$ cat src/rtl/fnseg_pkg.sv
// ----------------------------------------------------------------------------
// fnseg_pkg
// Shared constants, types and helpers for the frame note segmenter.
// ----------------------------------------------------------------------------
package fnseg_pkg;

    localparam int PITCH_COUNT = 128;
    localparam int FRAME_BITS  = 24;

    localparam int PITCH_W = 7;
    localparam int PROB_W  = 16;
    localparam int VEL_W   = 7;
    localparam int FIELD_W = 24;
    localparam int CFG_W   = 16;
    localparam int CFG_IDX_W = 2;

    localparam int IN_DATA_W  = 48;
    localparam int OUT_DATA_W = 64;

    localparam logic [PROB_W-1:0] NOTE_THR_RESET  = PROB_W'(19661);
    localparam logic [PROB_W-1:0] ONSET_THR_RESET = PROB_W'(32768);
    localparam logic [VEL_W-1:0]  DEF_VEL_RESET   = VEL_W'(80);

    localparam logic [FRAME_BITS-1:0] FRAME_MAX = {FRAME_BITS{1'b1}};

    typedef enum logic [CFG_IDX_W-1:0] {
        CFG_NOTE_THR  = 2'd0,
        CFG_ONSET_THR = 2'd1,
        CFG_DEF_VEL   = 2'd2,
        CFG_UNUSED    = 2'd3
    } cfg_idx_t;

    typedef enum logic {
        OP_PITCH = 1'b0,
        OP_FLUSH = 1'b1
    } op_t;

    typedef enum logic {
        EV_FRAME = 1'b0,
        EV_FLUSH = 1'b1
    } ev_kind_t;

    // Frame summary passed from the front to the back
    typedef struct packed {
        ev_kind_t             kind;
        logic                 onset_hit;
        logic                 start_hit;
        logic [PITCH_W-1:0]   pitch;
        logic [VEL_W-1:0]     velocity;
    } event_t;

    // Clamp a frame count to the width of a result field
    function automatic logic [FIELD_W-1:0] sat_field(input logic [FRAME_BITS-1:0] v);
        logic [FRAME_BITS+FIELD_W-1:0] ext;
        logic [FRAME_BITS+FIELD_W-1:0] lim;
        ext = {{FIELD_W{1'b0}}, v};
        lim = {{FRAME_BITS{1'b0}}, {FIELD_W{1'b1}}};
        if (ext > lim)
            sat_field = {FIELD_W{1'b1}};
        else
            sat_field = ext[FIELD_W-1:0];
    endfunction

endpackage

$ cat src/rtl/fnseg_front.sv
// ----------------------------------------------------------------------------
// fnseg_front
// Accepts pitch and flush beats, keeps the running argmax and classifies frame ends.
// ----------------------------------------------------------------------------
module fnseg_front
    import fnseg_pkg::*;
(
    input  logic                 clk,
    input  logic                 rst_n,
    input  logic                 cfg_we,
    input  logic [CFG_IDX_W-1:0] cfg_index,
    input  logic [CFG_W-1:0]     cfg_data,
    input  logic                 in_valid,
    output logic                 in_ready,
    input  logic                 in_op,
    input  logic                 in_last,
    input  logic [PITCH_W-1:0]   in_pitch,
    input  logic [PROB_W-1:0]    in_prob,
    input  logic [VEL_W-1:0]     in_vel,
    input  logic                 in_vel_present,
    input  logic [PROB_W-1:0]    in_onset,
    input  logic                 q_full,
    output logic                 q_push,
    output event_t               q_data
);

    logic [PROB_W-1:0]  note_thr_reg;
    logic [PROB_W-1:0]  onset_thr_reg;
    logic [VEL_W-1:0]   def_vel_reg;

    logic [PROB_W-1:0]  best_prob_reg, best_prob_next;
    logic [PITCH_W-1:0] best_pitch_reg, best_pitch_next;
    logic [VEL_W-1:0]   best_vel_reg, best_vel_next;

    logic               accept;
    logic               take;
    logic [PROB_W-1:0]  cand_prob;
    logic [PITCH_W-1:0] cand_pitch;
    logic [VEL_W-1:0]   cand_vel;

    always_ff @(posedge clk or negedge rst_n)
    begin
        if (!rst_n)
        begin
            note_thr_reg  <= NOTE_THR_RESET;
            onset_thr_reg <= ONSET_THR_RESET;
            def_vel_reg   <= DEF_VEL_RESET;
        end
        else if (cfg_we)
        begin
            unique case (cfg_idx_t'(cfg_index))
                CFG_NOTE_THR:  note_thr_reg  <= cfg_data;
                CFG_ONSET_THR: onset_thr_reg <= cfg_data;
                CFG_DEF_VEL:   def_vel_reg   <= cfg_data[VEL_W-1:0];
                default:       ;
            endcase
        end
    end

    assign in_ready = !q_full;
    assign accept   = in_valid && in_ready;

    // Strict compare: the earliest pitch keeps a tie
    always_comb
    begin
        take = ({1'b0, in_pitch} < (PITCH_W+1)'(PITCH_COUNT)) && (in_prob > best_prob_reg);
        if (take)
        begin
            cand_prob  = in_prob;
            cand_pitch = in_pitch;
            cand_vel   = in_vel_present ? in_vel : def_vel_reg;
        end
        else
        begin
            cand_prob  = best_prob_reg;
            cand_pitch = best_pitch_reg;
            cand_vel   = best_vel_reg;
        end
    end

    always_comb
    begin
        best_prob_next  = best_prob_reg;
        best_pitch_next = best_pitch_reg;
        best_vel_next   = best_vel_reg;
        q_push          = 1'b0;
        q_data.kind      = EV_FRAME;
        q_data.onset_hit = in_onset > onset_thr_reg;
        q_data.start_hit = cand_prob > note_thr_reg;
        q_data.pitch     = cand_pitch;
        q_data.velocity  = cand_vel;

        if (accept)
        begin
            if (op_t'(in_op) == OP_FLUSH)
            begin
                // drop any partial frame
                q_push          = 1'b1;
                q_data.kind     = EV_FLUSH;
                best_prob_next  = '0;
                best_pitch_next = '0;
                best_vel_next   = '0;
            end
            else if (in_last)
            begin
                q_push          = 1'b1;
                best_prob_next  = '0;
                best_pitch_next = '0;
                best_vel_next   = '0;
            end
            else
            begin
                best_prob_next  = cand_prob;
                best_pitch_next = cand_pitch;
                best_vel_next   = cand_vel;
            end
        end
    end

    always_ff @(posedge clk or negedge rst_n)
    begin
        if (!rst_n)
        begin
            best_prob_reg  <= '0;
            best_pitch_reg <= '0;
            best_vel_reg   <= '0;
        end
        else
        begin
            best_prob_reg  <= best_prob_next;
            best_pitch_reg <= best_pitch_next;
            best_vel_reg   <= best_vel_next;
        end
    end

endmodule

$ cat src/rtl/fnseg_fifo.sv
// ----------------------------------------------------------------------------
// fnseg_fifo
// Two-entry queue of frame events between the front and the back.
// ----------------------------------------------------------------------------
module fnseg_fifo
    import fnseg_pkg::*;
(
    input  logic   clk,
    input  logic   rst_n,
    input  logic   push,
    input  event_t push_data,
    output logic   full,
    input  logic   pop,
    output logic   valid,
    output event_t pop_data
);

    event_t     mem_reg [2];
    logic       wr_ptr_reg, wr_ptr_next;
    logic       rd_ptr_reg, rd_ptr_next;
    logic [1:0] count_reg, count_next;
    logic       do_push;
    logic       do_pop;

    assign full     = count_reg == 2'd2;
    assign valid    = count_reg != 2'd0;
    assign pop_data = mem_reg[rd_ptr_reg];
    assign do_push  = push && !full;
    assign do_pop   = pop && valid;

    always_comb
    begin
        wr_ptr_next = wr_ptr_reg ^ do_push;
        rd_ptr_next = rd_ptr_reg ^ do_pop;
        count_next  = count_reg + 2'(do_push) - 2'(do_pop);
    end

    always_ff @(posedge clk)
    begin
        if (do_push)
            mem_reg[wr_ptr_reg] <= push_data;
    end

    always_ff @(posedge clk or negedge rst_n)
    begin
        if (!rst_n)
        begin
            wr_ptr_reg <= 1'b0;
            rd_ptr_reg <= 1'b0;
            count_reg  <= 2'd0;
        end
        else
        begin
            wr_ptr_reg <= wr_ptr_next;
            rd_ptr_reg <= rd_ptr_next;
            count_reg  <= count_next;
        end
    end

endmodule

$ cat src/rtl/fnseg_back.sv
// ----------------------------------------------------------------------------
// fnseg_back
// Tracks the active note, counts frames and issues finished notes.
// ----------------------------------------------------------------------------
module fnseg_back
    import fnseg_pkg::*;
(
    input  logic                  clk,
    input  logic                  rst_n,
    input  logic                  q_valid,
    input  event_t                q_data,
    output logic                  q_pop,
    output logic                  out_valid,
    input  logic                  out_ready,
    output logic [OUT_DATA_W-1:0] out_data
);

    logic [FRAME_BITS-1:0] frame_cnt_reg, frame_cnt_next;
    logic                  active_reg, active_next;
    logic [PITCH_W-1:0]    act_pitch_reg, act_pitch_next;
    logic [VEL_W-1:0]      act_vel_reg, act_vel_next;
    logic [FRAME_BITS-1:0] act_start_reg, act_start_next;

    logic                  out_valid_reg, out_valid_next;
    logic [OUT_DATA_W-1:0] out_data_reg, out_data_next;

    logic [FRAME_BITS-1:0] len;
    logic [OUT_DATA_W-1:0] note_beat;
    logic                  close;

    assign q_pop     = q_valid && (!out_valid_reg || out_ready);
    assign out_valid = out_valid_reg;
    assign out_data  = out_data_reg;

    always_comb
    begin
        len = frame_cnt_reg - act_start_reg;
        if (len == '0)
            len = FRAME_BITS'(1);
        note_beat = {{(OUT_DATA_W-2*FIELD_W-PITCH_W-VEL_W){1'b0}},
                     sat_field(len), sat_field(act_start_reg), act_vel_reg, act_pitch_reg};
    end

    always_comb
    begin
        frame_cnt_next = frame_cnt_reg;
        active_next    = active_reg;
        act_pitch_next = act_pitch_reg;
        act_vel_next   = act_vel_reg;
        act_start_next = act_start_reg;
        out_valid_next = out_valid_reg && !out_ready;
        out_data_next  = out_data_reg;
        close          = 1'b0;

        if (q_pop)
        begin
            unique case (q_data.kind)
                EV_FLUSH:
                begin
                    close          = active_reg;
                    frame_cnt_next = '0;
                    active_next    = 1'b0;
                    act_pitch_next = '0;
                    act_vel_next   = '0;
                    act_start_next = '0;
                end
                EV_FRAME:
                begin
                    if (q_data.onset_hit || !active_reg)
                    begin
                        close       = active_reg;
                        active_next = q_data.start_hit;
                        if (q_data.start_hit)
                        begin
                            act_pitch_next = q_data.pitch;
                            act_vel_next   = q_data.velocity;
                            act_start_next = frame_cnt_reg;
                        end
                    end
                    if (frame_cnt_reg != FRAME_MAX)
                        frame_cnt_next = frame_cnt_reg + FRAME_BITS'(1);
                end
                default: ;
            endcase

            if (close)
            begin
                out_valid_next = 1'b1;
                out_data_next  = note_beat;
            end
        end
    end

    always_ff @(posedge clk)
    begin
        out_data_reg <= out_data_next;
    end

    always_ff @(posedge clk or negedge rst_n)
    begin
        if (!rst_n)
        begin
            frame_cnt_reg <= '0;
            active_reg    <= 1'b0;
            act_pitch_reg <= '0;
            act_vel_reg   <= '0;
            act_start_reg <= '0;
            out_valid_reg <= 1'b0;
        end
        else
        begin
            frame_cnt_reg <= frame_cnt_next;
            active_reg    <= active_next;
            act_pitch_reg <= act_pitch_next;
            act_vel_reg   <= act_vel_next;
            act_start_reg <= act_start_next;
            out_valid_reg <= out_valid_next;
        end
    end

endmodule

$ cat src/rtl/frame_note_segmenter_top.sv
// ----------------------------------------------------------------------------
// frame_note_segmenter_top
// Turns a stream of per-pitch probabilities into finished note beats.
// ----------------------------------------------------------------------------
// The block takes one input beat per clock while s_tready is high. The front
// handles each beat and keeps the running argmax; a beat that ends a frame
// or flushes the sequence puts one event into a two-entry queue. The back
// takes one event per cycle while its output register is free or being taken,
// and writes any finished note into that register, which drives m_tvalid.
// Input stalls only when the output is held long enough for the event queue
// to fill: the back holds its waiting note, the queue takes two more events,
// and s_tready then drops until the note is taken.
// ----------------------------------------------------------------------------
module frame_note_segmenter_top
    import fnseg_pkg::*;
(
    input  logic                  clk,
    input  logic                  rst_n,
    input  logic                  cfg_we,
    input  logic [CFG_IDX_W-1:0]  cfg_index,
    input  logic [CFG_W-1:0]      cfg_data,
    input  logic                  s_tvalid,
    output logic                  s_tready,
    // pitch_index[6:0], probability[22:7], velocity_value[29:23],
    // velocity_present[30], onset_level[46:31], zero pad[47]
    input  logic [IN_DATA_W-1:0]  s_tdata,
    // op
    input  logic                  s_tuser,
    input  logic                  s_tlast,
    output logic                  m_tvalid,
    input  logic                  m_tready,
    // note_pitch[6:0], note_velocity[13:7], start_frame[37:14],
    // length_frames[61:38], zero pad[63:62]
    output logic [OUT_DATA_W-1:0] m_tdata
);

    logic   q_push;
    logic   q_full;
    logic   q_pop;
    logic   q_valid;
    event_t q_in;
    event_t q_out;

    fnseg_front u_front (
        .clk            (clk),
        .rst_n          (rst_n),
        .cfg_we         (cfg_we),
        .cfg_index      (cfg_index),
        .cfg_data       (cfg_data),
        .in_valid       (s_tvalid),
        .in_ready       (s_tready),
        .in_op          (s_tuser),
        .in_last        (s_tlast),
        .in_pitch       (s_tdata[6:0]),
        .in_prob        (s_tdata[22:7]),
        .in_vel         (s_tdata[29:23]),
        .in_vel_present (s_tdata[30]),
        .in_onset       (s_tdata[46:31]),
        .q_full         (q_full),
        .q_push         (q_push),
        .q_data         (q_in)
    );

    fnseg_fifo u_fifo (
        .clk       (clk),
        .rst_n     (rst_n),
        .push      (q_push),
        .push_data (q_in),
        .full      (q_full),
        .pop       (q_pop),
        .valid     (q_valid),
        .pop_data  (q_out)
    );

    fnseg_back u_back (
        .clk       (clk),
        .rst_n     (rst_n),
        .q_valid   (q_valid),
        .q_data    (q_out),
        .q_pop     (q_pop),
        .out_valid (m_tvalid),
        .out_ready (m_tready),
        .out_data  (m_tdata)
    );

endmodule

$ cat config.mk
export PLATFORM = sky130hd
export DESIGN_NAME = frame_note_segmenter_top
export DESIGN_NICKNAME = d
export VERILOG_FILES = /design/src/rtl/fnseg_pkg.sv /design/src/rtl/fnseg_front.sv /design/src/rtl/fnseg_fifo.sv /design/src/rtl/fnseg_back.sv /design/src/rtl/frame_note_segmenter_top.sv
export SDC_FILE = /design/constraint.sdc
export NUM_CORES = 1
export LEC_CHECK = 0
export ABC_CLOCK_PERIOD_IN_PS = 4000
export BUFFER_PORTS_ARGS = -buffer_cell sky130_fd_sc_hd__buf_2
export CORE_ASPECT_RATIO = 1.2
export CORE_MARGIN = 1
export CORE_UTILIZATION = 55
export CTS_BUF_LIST = sky130_fd_sc_hd__clkbuf_8
export DETAILED_ROUTE_END_ITERATION = 16
export GPL_TIMING_DRIVEN = 0
export PLACE_DENSITY = 0.82
export SLEW_MARGIN = 20
export SYNTH_ARGS = -nofsm -noshare
export SYNTH_HDL_FRONTEND = slang
export SYNTH_SLANG_ARGS = --single-unit
$ cat constraint.sdc
create_clock -name clk -period 4 [get_ports clk]
set_input_delay 0.8 -clock clk [delete_from_list [all_inputs] [get_ports clk]]
set_output_delay 0.8 -clock clk [all_outputs]
set_load 0.02 [all_outputs]
==> impl_table.tex <==
\begin{tabular}{lr}
\hline
Metric & Value \\
\hline
\multicolumn{2}{l}{\textbf{Status}} \\
Status & complete, but fails checks \\
Violations in the final reports & negative setup slack \\
\multicolumn{2}{l}{\textbf{Worst setup path}} \\
Register-to-register setup slack & -0.002 ns \\
CP delay by family, top & compound AO/OA/AOI/OAI gates \\
Arrival time at the worst endpoint & 4.28 ns \\
Total number of cells along the worst setup path & 21 \\
Cell with the most instances on the worst path & sky130\_fd\_sc\_hd\_\_o21a\_1 \\
Startpoint Class & register \\
Nature of the critical path endpoint & register \\
Data required time at the worst endpoint & 4.28 ns \\
Worst-path cell chain & inv\_1, ha\_4, nor2b\_1, o21a\_1, o21a\_1, o21ai\_1, a21oi\_1, a2111oi\_4, nor2\_2, buf\_6, mux2\_4, ha\_4, nor2b\_4, o21a\_1, o21a\_1, o21a\_1, o21a\_1, o21ai\_1, nand2b\_1, a21oi\_2, a21oi\_2 \\
Number of buffer and inverter stages on the critical path & 2 \\
Peak per-stage delay on the critical path & 0.38 ns \\
Launch point of the critical path & u\_front.best\_prob\_reg[1] \\
Critical register-to-register path startpoint & u\_front.best\_prob\_reg[1] \\
Worst Reg-to-Reg Cells & 21 \\
Reg2Reg Capture Point & u\_fifo.mem\_reg[1][14] \\
Slowest cell on crit path & sky130\_fd\_sc\_hd\_\_dfrtp\_1 \\
Worst-path maximum fanout & 3 \\
Path type of the worst setup path & register to register \\
\multicolumn{2}{l}{\textbf{Yosys}} \\
Synth Register Bits & 233 \\
Number of flops mapped to enable cells by yosys & 96 \\
Post-synthesis average cell area & 11.7 um\^{}2 \\
Flip-flop cell with the highest count after synthesis & sky130\_fd\_sc\_hd\_\_dfrtp\_1 \\
Synth unique cells & 62 \\
Instance count of the mapped netlist & 1,000 \\
Dominant combinational cell family by area after synthesis & compound AO/OA/AOI/OAI gates \\
Seq/Total Area, Yosys & 54.3\% \\
Simple-Gate Fraction of Synth Area & 9.64\% \\
Post-synthesis compound-gate area fraction & 13.1\% \\
Number of warnings reported in the yosys synthesis log & 0 \\
Mapped cell area & 11,700 um\^{}2 \\
Mux cell area share after synthesis & 7.71\% \\
Async set-reset flop share out of synthesis & 58.8\% \\
Synth Area in XOR/XNOR & 2.71\% \\
Arithmetic-cell share of the synthesized area counting full adders, half adders and majority gates & 8.33\% \\
\multicolumn{2}{l}{\textbf{GRT}} \\
Number of global-route vias before repair & 8,570 \\
Number of antenna violations at the first check in global routing & 0 \\
Maximum number of pins on one net before global-route repair & 79 \\
Overflow left after global routing & 0 \\
GRT Resource Usage Total & 24.5\% \\
First-pass GRT wire length & 41,700 um \\
\multicolumn{2}{l}{\textbf{CTS}} \\
Total CTS buffers & 37 \\
Clock latency at the later pin of the worst-skew pair & 0.54 ns \\
Clock root buffer & sky130\_fd\_sc\_hd\_\_clkbuf\_8 \\
Clk pin slew, worst setup/hold paths & 0.07 ns \\
Cts-stage hold buffer count & 0 \\
CTS HTree Levels & 2 \\
Number of clock sinks seen by CTS & 233 \\
TritonCTS clock tree & done \\
Maximum buffer depth of the clock tree & 3 \\
\multicolumn{2}{l}{\textbf{Route}} \\
Count of unresolved DRC violations after routing & 0 \\
Average via count per standard cell & 5.69 \\
Routed wirelength normalized by instance count & 17.4 um \\
DRT antenna net count & 0 \\
Drt initial violations & 504 \\
Vias after detailed routing & 8,392 \\
Sum of routed wire length over all layers & 25,600 um \\
Detailed-router iteration count before antenna repair & 7 \\
\multicolumn{2}{l}{\textbf{Place}} \\
Port-buffer cells & 134 \\
Estimated wirelength of the detail-placed design & 18,500 um \\
Placer Congestion & 0.878 \\
Area of placed instances & 12,700 um\^{}2 \\
Post-Place Worst Slack & -0.742 ns \\
\multicolumn{2}{l}{\textbf{Floorplanning}} \\
Horiz. Die Dim & 135 um \\
Row Count & 57 \\
Placeable Area & 20,500 um\^{}2 \\
Number of top-level design ports & 139 \\
Overall die height & 161 um \\
Die outline area & 21,800 um\^{}2 \\
Starting density of the core & 56.7\% \\
\multicolumn{2}{l}{\textbf{Final layout}} \\
Flip-flop count of the largest register after layout & 62 \\
Number of antenna cells inserted & 0 \\
Fraction of final layout cells with drive strength greater than 1 & 22.6\% \\
Most common library cell in the layout ignoring fill and taps & sky130\_fd\_sc\_hd\_\_buf\_2 \\
Total of fill cells in the finished design & 1,532 \\
Synth-to-layout area growth & 17.4\% \\
Commonest cells after routing, fill and taps aside & sky130\_fd\_sc\_hd\_\_buf\_2 (136), sky130\_fd\_sc\_hd\_\_dfrtp\_1 (126), sky130\_fd\_sc\_hd\_\_edfxtp\_1 (96) \\
Final instance area & 13,700 um\^{}2 \\
Number of nets in the finished design & 1,331 \\
\multicolumn{2}{l}{\textbf{Timing}} \\
Least-Margin Pin Slew & 0.759 ns \\
Worst Skew & 0.0343 ns \\
Highest achievable clock rate & 0.250 GHz \\
Setup repair after global routing missed its margin & yes \\
Final hold violation count & 0 \\
Count of final max-slew check failures & 0 \\
Final setup vio count & 2 \\
Worst Setup Slack, final & -0.00183 ns \\
Clock period minus worst slack & 4.00 ns \\
Fin crit share & 100\% \\
Normalized max-slew margin & 49.4\% \\
\multicolumn{2}{l}{\textbf{Hold path}} \\
Path class of the lowest-slack min-delay path & input pin to async pin \\
\multicolumn{2}{l}{\textbf{Flow run}} \\
Number of max-cap violations & 0 \\
\multicolumn{2}{l}{\textbf{Pwr}} \\
Leakage power of the design & 6.42 nW \\
Power per cell area & 653 nW/um\^{}2 \\
Worst vdd rail ir drop & 0.395 mV \\
\hline
\end{tabular}
routing by layer:
metal  global-route usage, %  part of all wire, %  up-vias
met5                       0                    0        -
li1                        -                    -     3994
met3                    5.27                  6.0       72
met4                    10.1                  3.6        0
met2                    43.8                   52      271
met1                    28.3                   39     4055
final cells by class:
type                    count  area [um^2]  share of cell area, %
multi-input cells         642         4940                   36.1
clock inverters            28          283                   2.07
inverters                  85          322                   2.35
repair buffers            141          766                   5.60
clock buffers              39          537                   3.92
well taps                 265          332                   2.42
flip-flops and latches    233         6320                   46.2
plain buffers              41          180                   1.32
cell usage after synthesis, types with 4 or more instances:
library cell	number	share of area, %
sky130_fd_sc_hd__a21o_1	16	1.0
sky130_fd_sc_hd__a21oi_1	47	2.0
sky130_fd_sc_hd__a22o_1	22	1.7
sky130_fd_sc_hd__a41o_1	29	2.5
sky130_fd_sc_hd__and2_1	22	1.2
sky130_fd_sc_hd__and3_1	13	0.70
sky130_fd_sc_hd__buf_1	4	0.13
sky130_fd_sc_hd__buf_2	5	0.21
sky130_fd_sc_hd__clkbuf_1	30	0.97
sky130_fd_sc_hd__dfrtp_1	126	27
sky130_fd_sc_hd__dfstp_2	11	2.5
sky130_fd_sc_hd__edfxtp_1	96	25
sky130_fd_sc_hd__ha_1	76	8.2
sky130_fd_sc_hd__inv_1	84	2.7
sky130_fd_sc_hd__mux2_1	29	2.8
sky130_fd_sc_hd__mux2_2	33	3.2
sky130_fd_sc_hd__mux2i_1	20	1.7
sky130_fd_sc_hd__nand2_1	68	2.2
sky130_fd_sc_hd__nand2b_1	9	0.48
sky130_fd_sc_hd__nand3_1	25	1.1
sky130_fd_sc_hd__nand4_1	15	0.81
sky130_fd_sc_hd__nor2_1	37	1.2
sky130_fd_sc_hd__nor2b_1	5	0.27
sky130_fd_sc_hd__nor3_1	9	0.39
sky130_fd_sc_hd__o21a_1	13	0.84
sky130_fd_sc_hd__o21ai_0	57	2.4
sky130_fd_sc_hd__o21ai_1	6	0.26
sky130_fd_sc_hd__or3_1	5	0.27
sky130_fd_sc_hd__xnor2_1	14	1.1
sky130_fd_sc_hd__xor2_1	22	1.7
through the flow:
step | util, % | TNS [ns] | hold WS (ns) | std cells | power, mW
final | 66.6 | -0.00361 | 0.190 | 1474 | 8.94
after global routing | 66.6 | -0.292 | 0.194 | 1474 | 9.46
after CTS | 66.5 | -0.0494 | 0.207 | 1473 | 8.95
after detailed placement | 62.1 | -1.48 | 0.429 | 1401 | 6.60
after global placement | 61.9 | -1.32 | 0.430 | 1400 | 6.47
after floorplan | - | -0.321 | 0.425 | 1001 | 5.69
worst reg2reg max path: cells and delay by family, from the launching register on:
kind	cells	cell delay, ns
flops	1	0.38
buf+inv	2	0.25
simple gates	4	0.44
fa+ha+maj	2	0.44
mux	1	0.32
compound gates	12	1.91
kinds of logic after synthesis:
| group | count (synthesis) |
|---|---|
| mux | 82 |
| fa+ha+maj | 77 |
| flops | 233 |
| buf+inv | 126 |
| other cells | 1 |
| xor+xnor | 36 |
| simple gates | 224 |
| compound gates | 221 |
where the power goes:
part	switching, mW	internal, mW	leakage [nW]
clock	0.958	1.30	0.436
sequential	0.204	3.22	2.69
combinational	2.00	1.26	3.30
worst max-delay path by stage:
stage,endpoint,slack [ns]
floorplan,u_fifo.mem_reg[0][14],-0.16
global placement,u_fifo.mem_reg[0][14],-0.66
detailed placement,u_fifo.mem_reg[1][14],-0.74
CTS,u_fifo.mem_reg[1][14],-0.02
global route,u_fifo.mem_reg[1][14],-0.15
finish,u_fifo.mem_reg[1][14],-0.002
what timing repair did:
action	CTS	global route
setup buffers	5	1
setup endpoints to repair	2	2
pin swaps	8	6
resized for setup	11	3
Power figures use the tool's default switching activity.
